**src/rtl/core/ftrm_pkg.sv**
```systemverilog
`timescale 1ns / 1ps
package ftrm_pkg;

    localparam int NUM_FANS   = 5;
    localparam int RING_DEPTH = 10;

    localparam int TIME_W = 32;
    localparam int RATE_W = 21;
    localparam int PPR_W  = 4;
    localparam int RPM_W  = 16;
    localparam int FAN_W  = 4;
    localparam int CMD_W  = 2;
    localparam int CFG_W  = 32;
    localparam int CFG_IDX_W = 2;

    localparam int FAN_IDX_W = (NUM_FANS > 1) ? $clog2(NUM_FANS) : 1;
    localparam int SLOT_W    = $clog2(RING_DEPTH);
    localparam int MEM_DEPTH = NUM_FANS * RING_DEPTH;
    localparam int ADDR_W    = (MEM_DEPTH > 1) ? $clog2(MEM_DEPTH) : 1;

    // rpm numerator is tick_rate * 60 * (RING_DEPTH - 1)
    localparam int NUM_SCALE = 60 * (RING_DEPTH - 1);
    localparam int SCALE_W   = $clog2(NUM_SCALE + 1);
    localparam int NUM_W     = RATE_W + SCALE_W;
    localparam int DEN_W     = TIME_W + PPR_W;
    localparam int DIV_CNT_W = $clog2(NUM_W + 1);

    localparam int IN_TDATA_W  = ((FAN_W + 7) / 8) * 8;
    localparam int OUT_TDATA_W = ((RPM_W + FAN_W + 7) / 8) * 8;
    localparam int OUT_PAD_W   = OUT_TDATA_W - RPM_W - FAN_W;
    localparam int IN_PAD_W    = IN_TDATA_W - FAN_W;

    localparam logic [RPM_W-1:0]  RPM_MAX        = {RPM_W{1'b1}};
    localparam logic [RATE_W-1:0] TICK_RATE_RST  = RATE_W'(32768);
    localparam logic [TIME_W-1:0] STALL_TICKS_RST = TIME_W'(1638);
    localparam logic [PPR_W-1:0]  PPR_RST        = PPR_W'(2);

    localparam logic [CMD_W-1:0] CMD_TICK = 2'd0;
    localparam logic [CMD_W-1:0] CMD_EDGE = 2'd1;
    localparam logic [CMD_W-1:0] CMD_READ = 2'd2;

    localparam logic [CFG_IDX_W-1:0] CFG_TICK_RATE      = 2'd0;
    localparam logic [CFG_IDX_W-1:0] CFG_STALL_TICKS    = 2'd1;
    localparam logic [CFG_IDX_W-1:0] CFG_PULSES_PER_REV = 2'd2;

    typedef enum logic [2:0] {
        S_IDLE,
        S_NEWEST,
        S_OLDEST,
        S_START,
        S_DIV,
        S_DONE
    } t_state;

    typedef struct packed {
        logic              en;
        logic [ADDR_W-1:0] addr;
        logic [TIME_W-1:0] data;
    } t_ram_wr;

    typedef struct packed {
        logic             start;
        logic [NUM_W-1:0] dividend;
        logic [DEN_W-1:0] divisor;
    } t_div_req;

    typedef struct packed {
        logic             done;
        logic [NUM_W-1:0] quotient;
    } t_div_rsp;

    function automatic logic [SLOT_W-1:0] next_slot(input logic [SLOT_W-1:0] s);
        logic [SLOT_W:0] n;
        n = {1'b0, s} + (SLOT_W+1)'(1);
        return (n >= (SLOT_W+1)'(RING_DEPTH)) ? '0 : n[SLOT_W-1:0];
    endfunction

    function automatic logic [ADDR_W-1:0] slot_addr(input logic [FAN_IDX_W-1:0] f,
                                                    input logic [SLOT_W-1:0] s);
        return ADDR_W'(int'(f) * RING_DEPTH + int'(s));
    endfunction

endpackage

```
**src/rtl/core/ftrm_edge_ram.sv**
```systemverilog
`timescale 1ns / 1ps
module ftrm_edge_ram import ftrm_pkg::*; (
    input  logic              i_clk,
    input  logic              i_rst_n,
    input  t_ram_wr           i_wr,
    input  logic [ADDR_W-1:0] i_rd_addr,
    output logic [TIME_W-1:0] o_rd_data
);

    logic [TIME_W-1:0] r_mem [MEM_DEPTH];
    logic [MEM_DEPTH-1:0] r_valid;
    logic [TIME_W-1:0] r_q;
    logic              r_q_valid;

    always_ff @(posedge i_clk) begin
        if (i_wr.en) begin
            r_mem[i_wr.addr] <= i_wr.data;
        end
        r_q <= r_mem[i_rd_addr];
    end

    // unwritten entries read as zero
    always_ff @(posedge i_clk) begin
        if (!i_rst_n) begin
            r_valid   <= '0;
            r_q_valid <= 1'b0;
        end else begin
            if (i_wr.en) begin
                r_valid[i_wr.addr] <= 1'b1;
            end
            r_q_valid <= r_valid[i_rd_addr];
        end
    end

    assign o_rd_data = r_q_valid ? r_q : '0;

endmodule

```
**src/rtl/core/ftrm_divider.sv**
```systemverilog
`timescale 1ns / 1ps
module ftrm_divider import ftrm_pkg::*; (
    input  logic     i_clk,
    input  logic     i_rst_n,
    input  t_div_req i_req,
    output t_div_rsp o_rsp
);

    logic                 r_busy;
    logic                 r_done;
    logic [DIV_CNT_W-1:0] r_cnt;
    logic [DEN_W-1:0]     r_rem;
    logic [NUM_W-1:0]     r_quo;
    logic [DEN_W-1:0]     r_div;

    logic [DEN_W:0]   shifted;
    logic [DEN_W:0]   diff;
    logic             fits;

    // one restoring step: bring down the next dividend bit, try the subtract
    always_comb begin
        shifted = {r_rem, r_quo[NUM_W-1]};
        diff    = shifted - {1'b0, r_div};
        fits    = (shifted >= {1'b0, r_div});
    end

    always_ff @(posedge i_clk) begin
        if (!i_rst_n) begin
            r_busy <= 1'b0;
            r_done <= 1'b0;
            r_cnt  <= '0;
        end else begin
            r_done <= 1'b0;
            if (i_req.start) begin
                r_busy <= 1'b1;
                r_cnt  <= DIV_CNT_W'(NUM_W);
                r_rem  <= '0;
                r_quo  <= i_req.dividend;
                r_div  <= i_req.divisor;
            end else if (r_busy) begin
                r_rem <= fits ? diff[DEN_W-1:0] : shifted[DEN_W-1:0];
                r_quo <= {r_quo[NUM_W-2:0], fits};
                r_cnt <= r_cnt - DIV_CNT_W'(1);
                if (r_cnt == DIV_CNT_W'(1)) begin
                    r_busy <= 1'b0;
                    r_done <= 1'b1;
                end
            end
        end
    end

    assign o_rsp.done     = r_done;
    assign o_rsp.quotient = r_quo;

endmodule

```
**src/rtl/core/fan_tachometer_rpm_monitor.sv**
```systemverilog
`timescale 1ns / 1ps
// Fan tachometer monitor for NUM_FANS fans. Each input beat carries a command in tuser
// (tick, edge, read) and a fan index in tdata. A tick advances the 32-bit time base
// and an edge stamps the time into the fan's ring of RING_DEPTH edge times; both leave
// the monitor idle, so ticks and edges may stream back to back. A read answers with one
// output beat: rpm = 60 * tick_rate * (RING_DEPTH - 1) / (pulses_per_rev * span), cut
// to 65535, or rpm 0 with the stall flag when the newest edge is older than stall_ticks.
// A full read runs S_NEWEST, S_OLDEST, S_START and S_DIV, where the bit-serial divider
// resolves one of NUM_W quotient bits per cycle; a stalled read skips to S_DONE from
// S_NEWEST, a zero-span read from S_OLDEST, a bad fan from S_IDLE. tready stays low while
// a read is in work. The edge-time memory reads as zero after reset with no clearing pass.
module fan_tachometer_rpm_monitor import ftrm_pkg::*; (
    input  logic                   i_clk,
    input  logic                   i_rst_n,
    // configuration
    input  logic                   i_cfg_wr_en,
    input  logic [CFG_IDX_W-1:0]   i_cfg_index,
    input  logic [CFG_W-1:0]       i_cfg_data,
    // input stream
    input  logic                   s_axis_tvalid,
    output logic                   s_axis_tready,
    input  logic [IN_TDATA_W-1:0]  s_axis_tdata,  // [3:0] fan, rest zero
    input  logic [CMD_W-1:0]       s_axis_tuser,  // [1:0] command
    // output stream
    output logic                   m_axis_tvalid,
    input  logic                   m_axis_tready,
    output logic [OUT_TDATA_W-1:0] m_axis_tdata,  // [15:0] rpm, [19:16] fan_echo, rest zero
    output logic                   m_axis_tuser   // [0] stalled
);

    t_state r_state, n_state;

    logic [RATE_W-1:0] r_tick_rate;
    logic [TIME_W-1:0] r_stall_ticks;
    logic [PPR_W-1:0]  r_ppr;

    logic [TIME_W-1:0] r_time;
    logic [SLOT_W-1:0] r_newest [NUM_FANS];

    logic [FAN_W-1:0]  r_fan;
    logic [SLOT_W-1:0] r_old_slot;
    logic [TIME_W-1:0] r_newest_time;
    logic [NUM_W-1:0]  r_num;
    logic [DEN_W-1:0]  r_den;
    logic [RPM_W-1:0]  r_rpm;
    logic              r_stalled;

    logic              r_out_valid;
    logic [RPM_W-1:0]  r_out_rpm;
    logic              r_out_stalled;
    logic [FAN_W-1:0]  r_out_fan;

    logic [FAN_W-1:0]     in_fan;
    logic [CMD_W-1:0]     in_cmd;
    logic                 in_accept;
    logic                 in_fan_ok;
    logic [FAN_IDX_W-1:0] in_fan_idx;
    logic [FAN_IDX_W-1:0] cur_fan_idx;
    logic [SLOT_W-1:0]    in_newest;

    t_ram_wr           ram_wr;
    logic [ADDR_W-1:0] ram_rd_addr;
    logic [TIME_W-1:0] ram_rd_data;
    t_div_req          div_req;
    t_div_rsp          div_rsp;

    logic [TIME_W-1:0] age;
    logic              is_stall;
    logic [TIME_W-1:0] span;
    logic [PPR_W-1:0]  ppr_eff;
    logic              out_free;
    logic [RPM_W-1:0]  quo_sat;

    assign in_fan      = s_axis_tdata[FAN_W-1:0];
    assign in_cmd      = s_axis_tuser;
    assign in_accept   = s_axis_tvalid && s_axis_tready;
    assign in_fan_ok   = ({1'b0, in_fan} < (FAN_W+1)'(NUM_FANS));
    assign in_fan_idx  = in_fan_ok ? FAN_IDX_W'(in_fan) : '0;
    assign cur_fan_idx = FAN_IDX_W'(r_fan);
    assign in_newest   = r_newest[in_fan_idx];

    assign age      = r_time - ram_rd_data;
    assign is_stall = (age > r_stall_ticks);
    assign span     = r_newest_time - ram_rd_data;
    assign ppr_eff  = (r_ppr == '0) ? PPR_W'(1) : r_ppr;
    assign out_free = !r_out_valid || m_axis_tready;
    assign quo_sat  = (|div_rsp.quotient[NUM_W-1:RPM_W]) ? RPM_MAX
                                                          : div_rsp.quotient[RPM_W-1:0];

    ftrm_edge_ram u_ram (
        .i_clk     (i_clk),
        .i_rst_n   (i_rst_n),
        .i_wr      (ram_wr),
        .i_rd_addr (ram_rd_addr),
        .o_rd_data (ram_rd_data)
    );

    ftrm_divider u_div (
        .i_clk   (i_clk),
        .i_rst_n (i_rst_n),
        .i_req   (div_req),
        .o_rsp   (div_rsp)
    );

    always_ff @(posedge i_clk) begin
        if (!i_rst_n) begin
            r_state <= S_IDLE;
        end else begin
            r_state <= n_state;
        end
    end

    always_comb begin
        n_state          = r_state;
        s_axis_tready    = 1'b0;
        ram_wr.en        = 1'b0;
        ram_wr.addr      = slot_addr(in_fan_idx, next_slot(in_newest));
        ram_wr.data      = r_time;
        ram_rd_addr      = '0;
        div_req.start    = 1'b0;
        div_req.dividend = r_num;
        div_req.divisor  = r_den;
        unique case (r_state)
            S_IDLE: begin
                s_axis_tready = 1'b1;
                ram_rd_addr   = slot_addr(in_fan_idx, in_newest);
                if (in_accept) begin
                    unique case (in_cmd)
                        CMD_EDGE: ram_wr.en = in_fan_ok;
                        CMD_READ: n_state   = in_fan_ok ? S_NEWEST : S_DONE;
                        default: ;
                    endcase
                end
            end
            S_NEWEST: begin
                ram_rd_addr = slot_addr(cur_fan_idx, r_old_slot);
                n_state     = is_stall ? S_DONE : S_OLDEST;
            end
            S_OLDEST: begin
                n_state = (span == '0) ? S_DONE : S_START;
            end
            S_START: begin
                div_req.start = 1'b1;
                n_state       = S_DIV;
            end
            S_DIV: begin
                if (div_rsp.done) begin
                    n_state = S_DONE;
                end
            end
            S_DONE: begin
                if (out_free) begin
                    n_state = S_IDLE;
                end
            end
            default: n_state = S_IDLE;
        endcase
    end

    // configuration, time base and newest-slot pointers
    always_ff @(posedge i_clk) begin
        if (!i_rst_n) begin
            r_tick_rate   <= TICK_RATE_RST;
            r_stall_ticks <= STALL_TICKS_RST;
            r_ppr         <= PPR_RST;
            r_time        <= '0;
            for (int i = 0; i < NUM_FANS; i++) begin
                r_newest[i] <= '0;
            end
        end else begin
            if (i_cfg_wr_en) begin
                unique case (i_cfg_index)
                    CFG_TICK_RATE:      r_tick_rate   <= i_cfg_data[RATE_W-1:0];
                    CFG_STALL_TICKS:    r_stall_ticks <= i_cfg_data[TIME_W-1:0];
                    CFG_PULSES_PER_REV: r_ppr         <= i_cfg_data[PPR_W-1:0];
                    default: ;
                endcase
            end
            if (in_accept && in_cmd == CMD_TICK) begin
                r_time <= r_time + TIME_W'(1);
            end
            if (ram_wr.en) begin
                r_newest[in_fan_idx] <= next_slot(in_newest);
            end
        end
    end

    // per-read working registers
    always_ff @(posedge i_clk) begin
        unique case (r_state)
            S_IDLE: begin
                r_fan      <= in_fan;
                r_old_slot <= next_slot(in_newest);
                r_rpm      <= '0;
                r_stalled  <= 1'b1;
            end
            S_NEWEST: begin
                r_newest_time <= ram_rd_data;
                r_num         <= NUM_W'(r_tick_rate) * NUM_W'(NUM_SCALE);
                r_stalled     <= is_stall;
            end
            S_OLDEST: begin
                r_den <= DEN_W'(ppr_eff) * DEN_W'(span);
            end
            S_DIV: begin
                if (div_rsp.done) begin
                    r_rpm <= quo_sat;
                end
            end
            default: ;
        endcase
    end

    // output register: hold the beat until taken
    always_ff @(posedge i_clk) begin
        if (!i_rst_n) begin
            r_out_valid <= 1'b0;
        end else begin
            if (r_state == S_DONE && out_free) begin
                r_out_valid <= 1'b1;
            end else if (m_axis_tready) begin
                r_out_valid <= 1'b0;
            end
        end
    end

    always_ff @(posedge i_clk) begin
        if (r_state == S_DONE && out_free) begin
            r_out_rpm     <= r_rpm;
            r_out_stalled <= r_stalled;
            r_out_fan     <= r_fan;
        end
    end

    assign m_axis_tvalid = r_out_valid;
    assign m_axis_tdata  = {{OUT_PAD_W{1'b0}}, r_out_fan, r_out_rpm};
    assign m_axis_tuser  = r_out_stalled;

`ifndef SYNTH
    a_tick_advances: assert property (@(posedge i_clk) disable iff (!i_rst_n)
        (in_accept && in_cmd == CMD_TICK) |=> (r_time == $past(r_time) + TIME_W'(1)))
        else $error("time base did not advance on a tick beat");

    a_stall_zero_rpm: assert property (@(posedge i_clk) disable iff (!i_rst_n)
        (r_out_valid && r_out_stalled) |-> (r_out_rpm == '0))
        else $error("stalled result carries nonzero rpm");

    a_bad_fan_stalled: assert property (@(posedge i_clk) disable iff (!i_rst_n)
        (r_out_valid && ({1'b0, r_out_fan} >= (FAN_W+1)'(NUM_FANS))) |-> r_out_stalled)
        else $error("read of a missing fan not flagged as stalled");

    a_div_done_in_div: assert property (@(posedge i_clk) disable iff (!i_rst_n)
        div_rsp.done |-> (r_state == S_DIV))
        else $error("divider finished outside the divide state");
`endif

endmodule

```
**config.mk**
```make
export PLATFORM = sky130hd
export DESIGN_NAME = fan_tachometer_rpm_monitor
export DESIGN_NICKNAME = d
export VERILOG_FILES = /design/src/rtl/core/ftrm_pkg.sv /design/src/rtl/core/ftrm_edge_ram.sv /design/src/rtl/core/ftrm_divider.sv /design/src/rtl/core/fan_tachometer_rpm_monitor.sv
export SDC_FILE = /design/constraint.sdc
export NUM_CORES = 2
export LEC_CHECK = 0
export BUFFER_PORTS_ARGS = -buffer_cell sky130_fd_sc_hd__buf_2
export CELL_PAD_IN_SITES_DETAIL_PLACEMENT = 1
export CELL_PAD_IN_SITES_GLOBAL_PLACEMENT = 1
export CORE_UTILIZATION = 40
export CTS_CLUSTER_SIZE = 28
export DETAILED_ROUTE_END_ITERATION = 8
export HOLD_SLACK_MARGIN = 0.03
export PLACE_DENSITY = 0.61
export SYNTH_ARGS = -nofsm -noshare
export SYNTH_HDL_FRONTEND = slang
export SYNTH_HIERARCHICAL = 1
export SYNTH_SLANG_ARGS = --single-unit
```
**constraint.sdc**
```tcl
create_clock -name i_clk -period 9.7 [get_ports i_clk]
set_input_delay 0.97 -clock i_clk [delete_from_list [all_inputs] [get_ports i_clk]]
set_output_delay 0.97 -clock i_clk [all_outputs]
set_load 0.02 [all_outputs]
```
==> impl_metrics.tcl <==
set metrics [dict create \
    arrival_ps 8140 \
    rsz0062_at_grt "false" \
    dieArea_sq_um 231000 \
    report.final.slew_viol_count 0 \
    antenna_found_initial 24 \
    gp_congestion 0.861 \
    dominantRegCellSynth "edfxtp_1" \
    status "completed" \
    initial_utilization_pct 40.2 \
    io-pin-count 76 \
    clock-root-buffer "clkbuf_16" \
    vias_per_cell 5.69 \
    synth_top_cell_by_area "edfxtp_1" \
    peakVddDrop_uv 334 \
    portBuffers 67 \
    worst_slew_pin_slew_ps 1330 \
    grtUsageTotal_pct 22.6 \
    crit_required_ps 10250 \
    grt_max_degree 122 \
    hold_viol_final 0 \
    insertion_delay_ps 890 \
    setup-tns-final_ps 0 \
    final_cell_count_no_fill 9230 \
    num_vias 52500 \
    synth_most_common_cell "edfxtp_1" \
    place_area_sq_um 96000 \
    power.leakage_nw 39.3 \
    synthTopCellsByCount "edfxtp_1, inv_1, nand2_1" \
    clock_skew_ps 120 \
    crit_chain "and2_1 -> ha_1 -> inv_1 -> fa_1 -> a21o_1 -> a221o_1 -> a2111oi_0 -> nor2_1 -> a311oi_2 -> and2_1 -> fa_1 -> inv_1 -> fa_1 -> inv_1 -> ha_1 -> or2_2 -> a21oi_1 -> a211oi_1 -> o31ai_1 -> o311a_1 -> o21a_1 -> nor2b_1 -> o41ai_1 -> xnor2_1" \
    h-tree-depth 4 \
    clock-sinks 2049 \
    hold_path_class "reg -> reg" \
    cp_top_family "compound AO/OA/AOI/OAI gates" \
    worst-path-buf-inv 3 \
    overflow 0 \
    grt_pass1_wl_mm 380 \
    cts-resized-gates 0 \
    cts_tree "built" \
    final_area_sq_um 103000 \
    area.growth.synth_to_final_pct 12.3 \
    holdBufCountCts 0 \
    cp-start-kind "register" \
    synth_area_leaders "edfxtp_1, mux4_2, dfxtp_1" \
    slew-limit-headroom_pct 10.9 \
    cpPeakStageDelay_ps 900 \
    grt_pass1_vias 54300 \
    dr.first_iter.drc_count 4374 \
    crit_path_end_kind "register" \
    final_antenna_net_count 0 \
    drt_wl_total_mm 262 \
    setup_viol 0 \
    slowest_stage "a2111oi_0" \
    syn-mean-instance-area_sq_um 15.6 \
    critPathMaxFanout 32 \
    p_per_area_nw_per_um2 261 \
    placed_cells 8814 \
    ys_types 105 \
    synthCells 5863 \
    drc 0 \
    drive_gt1_share_pct 16.3 \
    synth_edf_count 1866 \
    core_sq_um 227000 \
    synth_area_sq_um 91500 \
    cts.clk_slew.worst_paths_ps 60 \
    wl_per_cell_um 28.4 \
    drtPass1Iterations 5 \
    yosys_warnings 6 \
    final_nets 6429 \
    synth-async-reset-ratio_pct 0 \
    maxCapViolCount 0 \
    cts_setup_buffers 0 \
    final_min_period_over_clock_period_pct 78.3 \
    critPathKind "reg -> reg" \
    final.min_clock_period_ps 7590 \
    setup_slack_ps 2110 \
    die_height_um 480 \
    chipWidth_um 480 \
    rows 175 \
    seq_area_frac_synth_pct 65.2 \
    final_util_pct 45.2 \
    synth-seq-cells 2049 \
    fmax_mhz 132 \
    post-place-ws_ps 2090 \
    place_hpwl_mm 168 \
    clockBufferDepth 3 \
    cts_buffers 214 \
    synth_top_cell_area_share_pct 61.2 \
]
-- cell type report --
type                            count  area, sq um
Fill cell                       22100       125000
Sequential cell                  2049        59800
Multi-Input combinational cell   3186        29600
Clock buffer                      289         5710
Tap cell                         3009         3760
Timing Repair Buffer              202         1460
Inverter                          368         1380
Clock inverter                    113         1090
Antenna cell                       14         35.0
-- layout by cell type (no fill, tap or decap), drive strengths merged, types with 41 or more instances in the layout --
| cell type | instances |
|---|---|
| o21a | 76 |
| clkinv | 91 |
| nor2b | 44 |
| clkbuf | 289 |
| xor2 | 72 |
| buf | 202 |
| and2 | 105 |
| a21oi | 235 |
| mux4 | 335 |
| a22oi | 72 |
| edfxtp | 1866 |
| inv | 370 |
| ha | 259 |
| xnor2 | 84 |
| mux2i | 305 |
| nand2 | 338 |
| a21o | 68 |
| nand3 | 72 |
| o22ai | 47 |
| o211ai | 41 |
| dfxtp | 183 |
| nor2 | 274 |
| o21ai | 126 |
| fa | 100 |
-- per-layer routing --
| metal | share of wire, % | GRT usage [%] | up-vias |
|---|---|---|---|
| li1 | - | - | 22900 |
| met1 | 43 | 30.7 | 28000 |
| met2 | 49 | 38.2 | 1277 |
| met3 | 4.9 | 2.95 | 326 |
| met4 | 2.6 | 6.19 | 2 |
| met5 | 0.0050 | 0 | - |
-- state kept, by name, indices dropped and copies added, names as in the netlist, 32 cells and up --
name	cells
r_newest_time	32
r_time	32
u_ram/r_q	32
u_ram/r_mem	1600
r_den	36
u_div/r_div	36
u_div/r_rem	36
u_ram/r_valid	50
r_stall_ticks	32
-- power by group --
part           switching, W  internal, W  total (W)
registers          0.000190      0.00995     0.0101
logic               0.00566      0.00315    0.00880
clock network       0.00355      0.00436    0.00791
total               0.00940       0.0175     0.0269
-- worst reg2reg max path, stage by stage, from the launching register on --
cell,delay (ps)
dfxtp_1,870
and2_1,310
ha_1,190
inv_1,50
fa_1,390
a21o_1,240
a221o_1,440
a2111oi_0,910
nor2_1,140
a311oi_2,410
and2_1,200
fa_1,410
inv_1,90
fa_1,390
inv_1,70
ha_1,280
or2_2,290
a21oi_1,210
a211oi_1,90
o31ai_1,330
o311a_1,260
o21a_1,150
nor2b_1,60
o41ai_1,320
xnor2_1,150
-- cells by family after synthesis --
| kind of cell | share of synthesized area [%] |
|---|---|
| other | 0.00410 |
| AO/OA/AOI/OAI | 6.58 |
| XOR/XNOR | 1.49 |
| AND/OR/NAND/NOR | 5.92 |
| adder cells (fa/ha/maj) | 5.73 |
| buffers and inverters | 2.98 |
| flip-flops | 65.2 |
| multiplexers | 12.1 |
-- path summary, 6_finish.rpt --
| path | from | end | slack [ps] | cells after the start |
|---|---|---|---|---|
| max | u_ram/r_q_valid$_SDFF_PN0_ | r_den[31]$_DFFE_PN_ | 2110 | 24 |
| min | r_den[14]$_DFFE_PN_ | u_div/r_div[14]$_DFFE_PP_ | 380 | 0 |
| max reg2reg | u_ram/r_q_valid$_SDFF_PN0_ | r_den[31]$_DFFE_PN_ | 2110 | 24 |
| min reg2reg | r_den[14]$_DFFE_PN_ | u_div/r_div[14]$_DFFE_PP_ | 380 | 0 |
-- through the flow --
| stage | hold WS (ps) | power [W] |
|---|---|---|
| final | 378 | 0.0269 |
| after global routing | 373 | 0.0280 |
| after CTS | 353 | 0.0271 |
| after detailed placement | 406 | 0.0192 |
| after global placement | 405 | 0.0191 |
| after floorplan | 400 | 0.0162 |
No activity file was read; power rests on OpenSTA's default activity.
